[src/hw/rtl/pi_controller_clamped_top_macros.svh]
// Assertion macros for the RTL of the PI controller.
`ifndef PI_CONTROLLER_CLAMPED_TOP_MACROS_SVH
`define PI_CONTROLLER_CLAMPED_TOP_MACROS_SVH

// Check a property at each rising edge, off while reset is high.
`define PICC_ASSERT(lbl, clk, rst, prop) \
   lbl: assert property (@(posedge clk) disable iff (rst) prop) \
      else $error("picc assertion failed");

// Check a property at each rising edge, reset included.
`define PICC_ASSERT_ALWAYS(lbl, clk, prop) \
   lbl: assert property (@(posedge clk) prop) \
      else $error("picc assertion failed");

`endif

[src/hw/rtl/picc_pkg.sv]
// Package of types, constants and helper functions for the PI controller.
`timescale 1ns / 1ps
package picc_pkg;

   localparam int unsigned DataWidth  = 16;
   localparam int unsigned IntegWidth = 18;
   localparam int unsigned CsrIdxWidth = 4;
   localparam int unsigned ShiftP = 4;
   localparam int unsigned ShiftI = 9;
   localparam int unsigned SumWidth = 29;

   localparam logic [CsrIdxWidth-1:0] CsrPropGain  = 4'd0;
   localparam logic [CsrIdxWidth-1:0] CsrIntegGain = 4'd1;
   localparam logic [CsrIdxWidth-1:0] CsrOutUpper  = 4'd2;
   localparam logic [CsrIdxWidth-1:0] CsrOutLower  = 4'd3;

   localparam logic ActStep  = 1'b0;
   localparam logic ActClear = 1'b1;

   typedef struct packed {
      logic signed [DataWidth-1:0] prop_gain;
      logic signed [DataWidth-1:0] integ_gain;
      logic signed [DataWidth-1:0] out_upper;
      logic signed [DataWidth-1:0] out_lower;
   } csr_type;

   typedef struct packed {
      logic                        action;
      logic signed [DataWidth-1:0] measured;
      logic signed [DataWidth-1:0] setpoint;
   } item_type;

   function automatic logic signed [DataWidth-1:0] clamp_out(
      input logic signed [SumWidth-1:0]  v,
      input logic signed [DataWidth-1:0] upper,
      input logic signed [DataWidth-1:0] lower
   );
      logic signed [SumWidth-1:0] r;
      if (v > SumWidth'(upper)) begin
         r = SumWidth'(upper);
      end else if (v < SumWidth'(lower)) begin
         r = SumWidth'(lower);
      end else begin
         r = v;
      end
      return r[DataWidth-1:0];
   endfunction

endpackage

[src/hw/rtl/picc_req_if.sv]
// Input channel of the PI controller: valid/ready with the step item.
`timescale 1ns / 1ps
interface picc_req_if;
   logic                                 valid;
   logic                                 ready;
   logic                                 action;
   logic signed [picc_pkg::DataWidth-1:0] measured;
   logic signed [picc_pkg::DataWidth-1:0] setpoint;

   modport source (output valid, output action, output measured, output setpoint,
                   input ready);
   modport sink (input valid, input action, input measured, input setpoint,
                 output ready);
endinterface

[src/hw/rtl/picc_rsp_if.sv]
// Result channel of the PI controller: valid/ready with the drive value.
`timescale 1ns / 1ps
interface picc_rsp_if;
   logic                                 valid;
   logic                                 ready;
   logic signed [picc_pkg::DataWidth-1:0] drive;

   modport source (output valid, output drive, input ready);
   modport sink (input valid, input drive, output ready);
endinterface

[src/hw/rtl/picc_datapath.sv]
// Combinational PI step: error, both terms, integrator clamp and output clamp; also clear and zero-gain bypass.
`timescale 1ns / 1ps
module picc_datapath (
   input  picc_pkg::csr_type                         csr,
   input  picc_pkg::item_type                        item,
   input  logic signed [picc_pkg::IntegWidth-1:0]    integ,
   output logic signed [picc_pkg::DataWidth-1:0]     drive,
   output logic signed [picc_pkg::IntegWidth-1:0]    integ_next
);

   localparam int unsigned DW   = picc_pkg::DataWidth;
   localparam int unsigned IW   = picc_pkg::IntegWidth;
   localparam int unsigned PW   = 2 * DW;
   localparam int unsigned PTW  = PW - picc_pkg::ShiftP;
   localparam int unsigned ITW  = PW - picc_pkg::ShiftI;
   localparam int unsigned AW   = ITW + 1;
   localparam int unsigned LW   = DW + 1;
   localparam int unsigned SW   = picc_pkg::SumWidth;

   logic signed [DW-1:0]  err;
   logic signed [PW-1:0]  prod_p;
   logic signed [PW-1:0]  prod_i;
   logic signed [PTW-1:0] p_term;
   logic signed [ITW-1:0] i_term;
   logic signed [AW-1:0]  acc;
   logic signed [AW-1:0]  acc_hi;
   logic signed [AW-1:0]  acc_cl;
   logic signed [LW-1:0]  lim;
   logic signed [AW-1:0]  lim_pos;
   logic signed [AW-1:0]  lim_neg;
   logic signed [SW-1:0]  sum;

   always_comb begin
      err     = DW'(item.setpoint - item.measured);
      prod_p  = PW'(csr.prop_gain) * PW'(err);
      prod_i  = PW'(csr.integ_gain) * PW'(err);
      p_term  = prod_p[PW-1:picc_pkg::ShiftP];
      i_term  = prod_i[PW-1:picc_pkg::ShiftI];
      acc     = AW'(integ) + AW'(i_term);
      lim     = {csr.out_upper, 1'b0};
      lim_pos = AW'(lim);
      lim_neg = -lim_pos;
      acc_hi  = (acc > lim_pos) ? lim_pos : acc;
      acc_cl  = (acc_hi < lim_neg) ? lim_neg : acc_hi;
      sum     = SW'(p_term) + SW'(acc_cl);

      if (item.action == picc_pkg::ActClear) begin
         drive      = '0;
         integ_next = '0;
      end else if (csr.prop_gain == '0) begin
         drive      = picc_pkg::clamp_out(SW'(item.setpoint), csr.out_upper, csr.out_lower);
         integ_next = integ;
      end else begin
         drive      = picc_pkg::clamp_out(sum, csr.out_upper, csr.out_lower);
         integ_next = acc_cl[IW-1:0];
      end
   end

endmodule

[src/hw/rtl/pi_controller_clamped_top.sv]
// Top level of the clamped PI controller: input stage, integrator and result register.
//
//   channel   | direction | transfer condition      | payload
//   req_chan  | in        | valid && ready          | action, measured, setpoint
//   rsp_chan  | out       | valid && ready          | drive
//   csr_*     | in        | csr_we at a rising edge | csr_index, csr_wdata
//
// One item per cycle while results are taken; input stage, then output register.
// The rate is set by the integrator update, done combinationally by the datapath.
// Reset is synchronous; it clears the CSRs, integrator and both valid flags.
// A stalled result holds in the output register; the input stage still moves
// forward whenever the held result is taken in the same cycle.
`timescale 1ns / 1ps
`include "pi_controller_clamped_top_macros.svh"
module pi_controller_clamped_top (
   input  logic                                   clock,
   input  logic                                   reset,
   picc_req_if.sink                               req_chan,
   picc_rsp_if.source                             rsp_chan,
   input  logic                                   csr_we,
   input  logic [picc_pkg::CsrIdxWidth-1:0]       csr_index,
   input  logic [picc_pkg::DataWidth-1:0]         csr_wdata
);

   picc_pkg::csr_type  csr_ff, csr_in;
   picc_pkg::item_type item_ff, item_in;
   logic               s1_valid_ff, s1_valid_in;
   logic               out_valid_ff, out_valid_in;
   logic signed [picc_pkg::DataWidth-1:0]  drive_ff, drive_in;
   logic signed [picc_pkg::IntegWidth-1:0] integ_ff, integ_in;
   logic signed [picc_pkg::DataWidth-1:0]  dp_drive;
   logic signed [picc_pkg::IntegWidth-1:0] dp_integ;
   logic advance;
   logic take;

   picc_datapath u_datapath (
      .csr        (csr_ff),
      .item       (item_ff),
      .integ      (integ_ff),
      .drive      (dp_drive),
      .integ_next (dp_integ)
   );

   assign advance        = s1_valid_ff && (!out_valid_ff || rsp_chan.ready);
   assign req_chan.ready = !s1_valid_ff || advance;
   assign take           = req_chan.valid && req_chan.ready;
   assign rsp_chan.valid = out_valid_ff;
   assign rsp_chan.drive = drive_ff;

   always_comb begin
      csr_in = csr_ff;
      if (csr_we) begin
         case (csr_index)
            picc_pkg::CsrPropGain:  csr_in.prop_gain  = csr_wdata;
            picc_pkg::CsrIntegGain: csr_in.integ_gain = csr_wdata;
            picc_pkg::CsrOutUpper:  csr_in.out_upper  = csr_wdata;
            picc_pkg::CsrOutLower:  csr_in.out_lower  = csr_wdata;
            default:                csr_in            = csr_ff;
         endcase
      end

      s1_valid_in  = take || (s1_valid_ff && !advance);
      item_in      = take ? picc_pkg::item_type'{action:   req_chan.action,
                                                 measured: req_chan.measured,
                                                 setpoint: req_chan.setpoint} : item_ff;
      out_valid_in = advance || (out_valid_ff && !rsp_chan.ready);
      drive_in     = advance ? dp_drive : drive_ff;
      integ_in     = advance ? dp_integ : integ_ff;
   end

   always_ff @(posedge clock) begin
      if (reset) begin
         csr_ff       <= '0;
         s1_valid_ff  <= 1'b0;
         out_valid_ff <= 1'b0;
         integ_ff     <= '0;
      end else begin
         csr_ff       <= csr_in;
         s1_valid_ff  <= s1_valid_in;
         out_valid_ff <= out_valid_in;
         integ_ff     <= integ_in;
      end
   end

   always_ff @(posedge clock) begin
      item_ff  <= item_in;
      drive_ff <= drive_in;
   end

   `PICC_ASSERT(a_clear_zeroes_integ, clock, reset, (advance && item_ff.action == picc_pkg::ActClear) |=> (integ_ff == '0 && drive_ff == '0))
   `PICC_ASSERT(a_bypass_holds_integ, clock, reset, (advance && item_ff.action == picc_pkg::ActStep && csr_ff.prop_gain == '0) |=> $stable(integ_ff))
   `PICC_ASSERT(a_advance_gives_result, clock, reset, advance |=> out_valid_ff)
   `PICC_ASSERT_ALWAYS(a_reset_empties, clock, reset |=> (!s1_valid_ff && !out_valid_ff && integ_ff == '0))

endmodule

[src/flat_wrapper.sv]
// flat-port wrapper written by rule: the top's interface ports become plain ports
module pi_controller_clamped_top_flat 
  (clock, reset, csr_we, csr_index, csr_wdata, req_chan_valid, req_chan_action, req_chan_measured, req_chan_setpoint, req_chan_ready, rsp_chan_valid, rsp_chan_drive, rsp_chan_ready);
  picc_req_if req_chan_i ();
  picc_rsp_if rsp_chan_i ();
  input  logic clock;
  input  logic reset;
  input  logic csr_we;
  input  logic [picc_pkg::CsrIdxWidth-1:0] csr_index;
  input  logic [picc_pkg::DataWidth-1:0] csr_wdata;
  input wire logic [$bits(req_chan_i.valid)-1:0] req_chan_valid;
  input wire logic [$bits(req_chan_i.action)-1:0] req_chan_action;
  input wire logic [$bits(req_chan_i.measured)-1:0] req_chan_measured;
  input wire logic [$bits(req_chan_i.setpoint)-1:0] req_chan_setpoint;
  output wire logic [$bits(req_chan_i.ready)-1:0] req_chan_ready;
  output wire logic [$bits(rsp_chan_i.valid)-1:0] rsp_chan_valid;
  output wire logic [$bits(rsp_chan_i.drive)-1:0] rsp_chan_drive;
  input wire logic [$bits(rsp_chan_i.ready)-1:0] rsp_chan_ready;
  assign req_chan_i.valid = req_chan_valid;
  assign req_chan_i.action = req_chan_action;
  assign req_chan_i.measured = req_chan_measured;
  assign req_chan_i.setpoint = req_chan_setpoint;
  assign req_chan_ready = req_chan_i.ready;
  assign rsp_chan_valid = rsp_chan_i.valid;
  assign rsp_chan_drive = rsp_chan_i.drive;
  assign rsp_chan_i.ready = rsp_chan_ready;
  pi_controller_clamped_top u_core (.clock(clock), .reset(reset), .req_chan(req_chan_i), .rsp_chan(rsp_chan_i), .csr_we(csr_we), .csr_index(csr_index), .csr_wdata(csr_wdata));
endmodule
[config.mk]
export PLATFORM = sky130hd
export DESIGN_NAME = pi_controller_clamped_top_flat
export DESIGN_NICKNAME = d
export VERILOG_FILES = /design/src/hw/rtl/picc_pkg.sv /design/src/hw/rtl/picc_req_if.sv /design/src/hw/rtl/picc_rsp_if.sv /design/src/hw/rtl/picc_datapath.sv /design/src/hw/rtl/pi_controller_clamped_top.sv /design/src/flat_wrapper.sv
export VERILOG_INCLUDE_DIRS = /design/src /design/src/hw/rtl
export SDC_FILE = /design/constraint.sdc
export NUM_CORES = 2
export LEC_CHECK = 0
export ABC_AREA = 1
export ABC_CLOCK_PERIOD_IN_PS = 42100
export BUFFER_PORTS_ARGS = -buffer_cell sky130_fd_sc_hd__buf_2
export CORE_UTILIZATION = 45
export CTS_BUF_LIST = sky130_fd_sc_hd__clkbuf_16
export DETAILED_ROUTE_END_ITERATION = 8
export PLACE_DENSITY_LB_ADDON = 0.3
export SYNTH_ARGS = -nofsm -noshare
export SYNTH_HDL_FRONTEND = slang
export SYNTH_SLANG_ARGS = --single-unit
[constraint.sdc]
create_clock -name clock -period 42.1 [get_ports clock]
set_clock_uncertainty 0.05 [all_clocks]
set_input_delay 2.105 -clock clock [delete_from_list [all_inputs] [get_ports clock]]
set_output_delay 2.105 -clock clock [all_outputs]
set_load 0.02 [all_outputs]
# Word level (Yosys, flattened, before mapping)
# Cells that the tools add are included.
# W data, S select, Z words.
[totals]
reg_bits = 133
in_bits = 58
[op_classes]
n_addsub = 4
mul = 2
magnitude_cmp = 6
n_eq_ne = 4
n_mux = 9
n_reduce_logical = 19
[op_table]
columns = ["op", "count"]
rows = [
  ["$mux W16", 5],
  ["$mul A16 B16 Y32", 2],
  ["$mux W24", 2],
  ["$mux W18", 2],
  ["$add A28 B24 Y29", 1],
  ["$gt A29 B16 Y1", 1],
  ["$lt A29 B16 Y1", 1],
  ["$add A18 B23 Y24", 1],
  ["$gt A24 B17 Y1", 1],
  ["$lt A24 B24 Y1", 1],
  ["$neg A17 Y24", 1],
  ["$gt A16 B16 Y1", 1],
  ["$logic_not A16 Y1", 1],
  ["$lt A16 B16 Y1", 1],
  ["$sub A16 B16 Y16", 1],
  ["$reduce_and A2 Y1", 5],
  ["$eq A4 B2 Y1 const B", 2],
  ["$eq A4 B1 Y1 const B", 1],
  ["$logic_and A1 B1 Y1", 4],
  ["$logic_not A1 Y1", 4],
  ["$logic_not A4 Y1", 1],
  ["$logic_or A1 B1 Y1", 4],
  ["$ne A2 B1 Y1 const B", 1],
]

# Depth between registers and ports, before layout
[logic_depth]
ltp_word = 12
depth_mapped = 114
ltp_nobuf = 112

# Modules after synthesis
# A second synthesis with hierarchy kept.
[unflattened]
cells_unflattened = 4341
area_unflattened_um2 = 33116.8
[modules_own_cells]
columns = ["module", "n_inst", "cells_each", "area_per_inst_um2", "seq_area_each_um2"]
rows = [
  ["picc_datapath", 1, 3696, 27724.1, 0.0],
  ["pi_controller_clamped_top", 1, 645, 5392.7, 3153.0],
]

# Least setup slack after synthesis
# Ideal clock, no wire load.
[synth_timing]
path_type = "reg-to-reg"
start = "reg u_core.item_ff[0] in the netlist's numbering"
end = "reg u_core.drive_ff, in the netlist u_core.rsp_chan.drive[10], data pin"
setup_ns = 0.255
arrival_time_ns = 16.088
setup_slack_ns = 25.707
stages_incl_launch_ff = 112
path_buffers = 5
period_less_slack_ns = 16.393
cell_sequence = "edfxtp_1 > inv_1 > ha_1 > inv_1 > fa_1 > nand3_1 > nand2_1 > nand2_1 > nand2_1 > nand2_1 > nand2_1 > inv_1 > o21a_1 > o21ai_1 > a21oi_1 > o21bai_1 > nand2_1 > inv_1 > [76 not listed] > nor2_1 > inv_1 > ha_1 > nand2_1 > inv_1 > nand3_1 > inv_1 > nand4_1 > a31oi_1 > a211oi_1 > nand2_1 > xnor2_1 > nand2_1 > clkbuf_1 > clkbuf_1 > nand2_1 > a21oi_1 > nor2_1"
[synth_between]
elab_chain_cells = 12
word_cells_on_any_way = 18
cone_classes = "add/sub (3); mul (2); order compare (6); mux (7)"
[synth_rtl]
columns = ["item", "line_no", "source"]
rows = [
  ["start: declaration", "pi_controller_clamped_top.sv:26", "picc_pkg::item_type item_ff, item_in;"],
  ["start signal: assignment", "pi_controller_clamped_top.sv:86", "item_ff <= item_in;"],
  ["$sub A16 B16 Y16", "picc_datapath.sv:34", "err = DW'(item.setpoint - item.measured);"],
  ["$mul A16 B16 Y32", "picc_datapath.sv:36", "prod_i = PW'(csr.integ_gain) * PW'(err);"],
  ["$add A18 B23 Y24", "picc_datapath.sv:39", "acc = AW'(integ) + AW'(i_term);"],
  ["$gt A24 B17 Y1", "picc_datapath.sv:43", "acc_hi = (acc > lim_pos) ? lim_pos : acc;"],
  ["$mux W24", "picc_datapath.sv:43", ""],
  ["$lt A24 B24 Y1", "picc_datapath.sv:44", "acc_cl = (acc_hi < lim_neg) ? lim_neg : acc_hi;"],
  ["$mux W24", "picc_datapath.sv:44", ""],
  ["$add A28 B24 Y29", "picc_datapath.sv:45", "sum = SW'(p_term) + SW'(acc_cl);"],
  ["$lt A29 B16 Y1", "picc_pkg.sv:41", "end else if (v < SumWidth'(lower)) begin"],
  ["$mux W16", "picc_pkg.sv:41", ""],
  ["$mux W16", "picc_pkg.sv:39", "if (v > SumWidth'(upper)) begin"],
  ["$mux W16 *", "picc_datapath.sv:50", "end else if (csr.prop_gain == '0) begin"],
  ["end signal: assignment", "pi_controller_clamped_top.sv:87", "drive_ff <= drive_in;"],
  ["end: declaration", "pi_controller_clamped_top.sv:29", "logic signed [picc_pkg::DataWidth-1:0] drive_ff, drive_in;"],
]
# Mark *: on every way between the ends. The rest lies on a longest branch, timed or not.
# A chain may end at the register's enable or synchronous reset.

# Final worst setup path
[layout_timing]
start = "reg u_core.item_ff[0] in the netlist's numbering"
end = "reg u_core.drive_ff, in the netlist u_core.rsp_chan.drive[5], data pin"
# Same word-level chain as after synthesis.

==> impl_metrics.env <==
export IMPL_status="complete, no violations"
export IMPL_rsz0062_at_grt="false"
export IMPL_cp_arrival_ps=20260
export IMPL_synth_seq_cells=133
export IMPL_slowest_stage="clkinv_1"
export IMPL_worst_setup_path_type="register to register"
export IMPL_hpwl_um=81000
export IMPL_cts_setup_buffers=0
export IMPL_cts_sinks=133
export IMPL_slowest_delay_ps=630
export IMPL_yosys_most_used_dff="dfxtp_1"
export IMPL_ant_nets=0
export IMPL_synth_edf_count=49
export IMPL_area_growth_pct=5.85
export IMPL_yosysWarnings=0
export IMPL_grt_usage=0.293
export IMPL_fp_row_count=96
export IMPL_clock_latency_ps=450
export IMPL_yosysSeqAreaShare=0.0997
export IMPL_crit_family="simple AND/OR/NAND/NOR gates"
export IMPL_overflow=0
export IMPL_worst_endpoint_required_ps=42260
export IMPL_cap_violations=0
export IMPL_initial_core_util=0.458
export IMPL_hold_violations=0
export IMPL_reg2reg_depth=108
export IMPL_avgRoutedWirePerCell_um=20.3
export IMPL_die_h_um=267
export IMPL_finalWeightedCongestion=0.989
export IMPL_slew_headroom=0.120
export IMPL_finalSetupViolCount=0
export IMPL_hp_start="u_core.integ_ff[2]$_SDFFE_PP0P_"
export IMPL_ff2ff_setup_slack_ps=22000
export IMPL_dieArea_mm2=0.0714
export IMPL_path_common_cell="nand2_1"
export IMPL_placed_cell_area_mm2=0.0329
export IMPL_core_area_mm2=0.0691
export IMPL_syn_inst=3981
export IMPL_min_path_type="register to register"
export IMPL_fin_area_mm2=0.0335
export IMPL_cts_tree="built"
export IMPL_drt_iter0_drc=2481
export IMPL_fmax_mhz=49.8
export IMPL_synth_cell_types=58
export IMPL_holdBufCountCts=0
export IMPL_holdWs_ps=429
export IMPL_hold_end="u_core.integ_ff[2]$_SDFFE_PP0P_"
export IMPL_period_minus_slack_ps=20100
export IMPL_syn_avg_cell_area_um2=7.95
export IMPL_hold_depth=2
export IMPL_cts_max_level=4
export IMPL_clockRootBuffer="clkbuf_16"
export IMPL_r2r_start="u_core.item_ff[0]$_DFFE_PP_"
export IMPL_grt_max_degree=82
export IMPL_endpoint_kind="register"
export IMPL_vias_per_cell=5.36
export IMPL_synth_async_sr_flop_share=0
export IMPL_first_global_vias=26900
export IMPL_via_count=26500
export IMPL_die_w_um=267
export IMPL_cts_resized=0
export IMPL_clock_path_buffers=2
export IMPL_clk_pin_slew_ps=60
export IMPL_start_kind="register"
export IMPL_wirelength_um=100000
export IMPL_synth_nets=4926
export IMPL_final_util=0.485
export IMPL_worst_pin_slew_ps=1320
export IMPL_final_nets=4932
export IMPL_fin_tns_setup_ps=0
export IMPL_period_share=0.477
export IMPL_io_buffers=75
export IMPL_antenna_found_initial=3
export IMPL_worst_path_buf_inv=19
export IMPL_cts_buffers=17
export IMPL_r2r_end="u_core.rsp_chan.drive[5]$_SDFFCE_PP0P_"
export IMPL_drc=0
export IMPL_ios=76
export IMPL_layout_drive_gt1_share=0.0473
export IMPL_finalMaxSlewViolations=0
export IMPL_cp_max_fo=28
export IMPL_synth_area_mm2=0.0316
export IMPL_drtPass1Iterations=9
export IMPL_grt_pass1_wl_um=158000
[Yosys cell counts, types with 22 or more instances]
master | instances | share of area
inv_1 | 856 | 0.10
nand2_1 | 720 | 0.085
fa_1 | 526 | 0.33
nor2_1 | 387 | 0.046
ha_1 | 361 | 0.14
a21oi_1 | 215 | 0.034
nand3_1 | 105 | 0.017
o21ai_0 | 105 | 0.017
clkbuf_1 | 93 | 0.011
dfxtp_1 | 84 | 0.053
xor2_1 | 82 | 0.023
a211oi_1 | 74 | 0.018
xnor2_1 | 51 | 0.014
edfxtp_1 | 49 | 0.047
nand4_1 | 26 | 0.0051
nor3_1 | 22 | 0.0035
[through the flow]
step / setup slack (ps) / std cells
after floorplan: 25710 / 3981
after global routing: 20110 / 4931
after detailed placement: 22190 / 4899
after CTS: 22110 / 4931
after global placement: 22890 / 4899
final: 22000 / 4932
[cell families (layout without fill, tap and decap cells)]
family                     after synthesis  after routing  synth area share
DFF                                    133            133            0.0997
xor gates and xnor gates               134            134            0.0373
buffers and inverters                  991           1010             0.119
other                                    0              1                 0
and+or+nand+nor                       1339           1339             0.176
AOI/OAI and AO/OA                      497            497            0.0921
adders and majority gates              887            887             0.476
[worst max-delay path by stage]
| stage | from | endpoint | slack (ps) | cells past startpoint |
|---|---|---|---|---|
| floorplan | u_core.item_ff[0]$_DFFE_PP_ | u_core.rsp_chan.drive[10]$_SDFFCE_PP0P_ | 25710 | 111 |
| global placement | u_core.item_ff[0]$_DFFE_PP_ | u_core.rsp_chan.drive[14]$_SDFFCE_PP0P_ | 22890 | 107 |
| detailed placement | u_core.item_ff[0]$_DFFE_PP_ | u_core.rsp_chan.drive[5]$_SDFFCE_PP0P_ | 22190 | 105 |
| CTS | u_core.item_ff[0]$_DFFE_PP_ | u_core.rsp_chan.drive[5]$_SDFFCE_PP0P_ | 22110 | 105 |
| global route | u_core.item_ff[0]$_DFFE_PP_ | u_core.rsp_chan.drive[2]$_SDFFCE_PP0P_ | 20110 | 106 |
| finish | u_core.item_ff[0]$_DFFE_PP_ | u_core.rsp_chan.drive[5]$_SDFFCE_PP0P_ | 22000 | 108 |
[flip-flops by register name, summed over array words and instances, names as in the netlist]
name                   cells
u_core.s1_valid_ff         1
u_core.csr_ff             64
u_core.rsp_chan.drive     16
u_core.rsp_chan.valid      1
u_core.integ_ff           18
u_core.item_ff            33
[cells in the final DEF, fill, tap and decap left out, types with 5 or more instances in the layout]
cell type / n
inv_2: 6
a21oi_1: 215
a21boi_1: 5
dfxtp_1: 84
nand2_2: 10
nor2_1: 387
o21bai_1: 15
or2_2: 13
o21ai_1: 18
o221ai_1: 6
clkinv_1: 17
and2_1: 16
o211ai_1: 11
nand3_2: 16
buf_4: 28
a211oi_1: 74
xor2_1: 82
fa_1: 526
nand4_1: 26
xnor2_1: 51
nand2_1: 720
nor4_1: 7
edfxtp_1: 49
nor3_1: 22
o21a_1: 9
a31oi_1: 9
a21o_1: 11
o21ai_0: 105
clkbuf_16: 17
ha_1: 361
nand3_1: 105
buf_2: 75
inv_1: 860
[worst min-delay path: cells and delay by family (launching register included)]
family	cells	cell delay, ps
flops	1	320
simple gates	1	60
compound gates	1	50
[routing by layer]
metal  GRT usage  vias to the layer above  share of wire
met2       0.459                     1129           0.45
met4       0.135                        2          0.051
met5           0                        -       0.000070
met1       0.387                    12700           0.41
li1            -                    12300              -
met3      0.0597                      275          0.088
[cell type report]
cell class                      count  area (µm²)
Antenna cell                        1        2.50
Timing Repair Buffer              103         586
Multi-Input combinational cell   2857       24700
Sequential cell                   133        3150
Tap cell                          931        1160
Clock buffer                       17         425
Clock inverter                     15         151
Inverter                          875        3280
Fill cell                        6804       35600
Power is left out: the tool's default activity adds up to more than one toggle a clock period on the data nets, which glitch-free logic cannot reach.
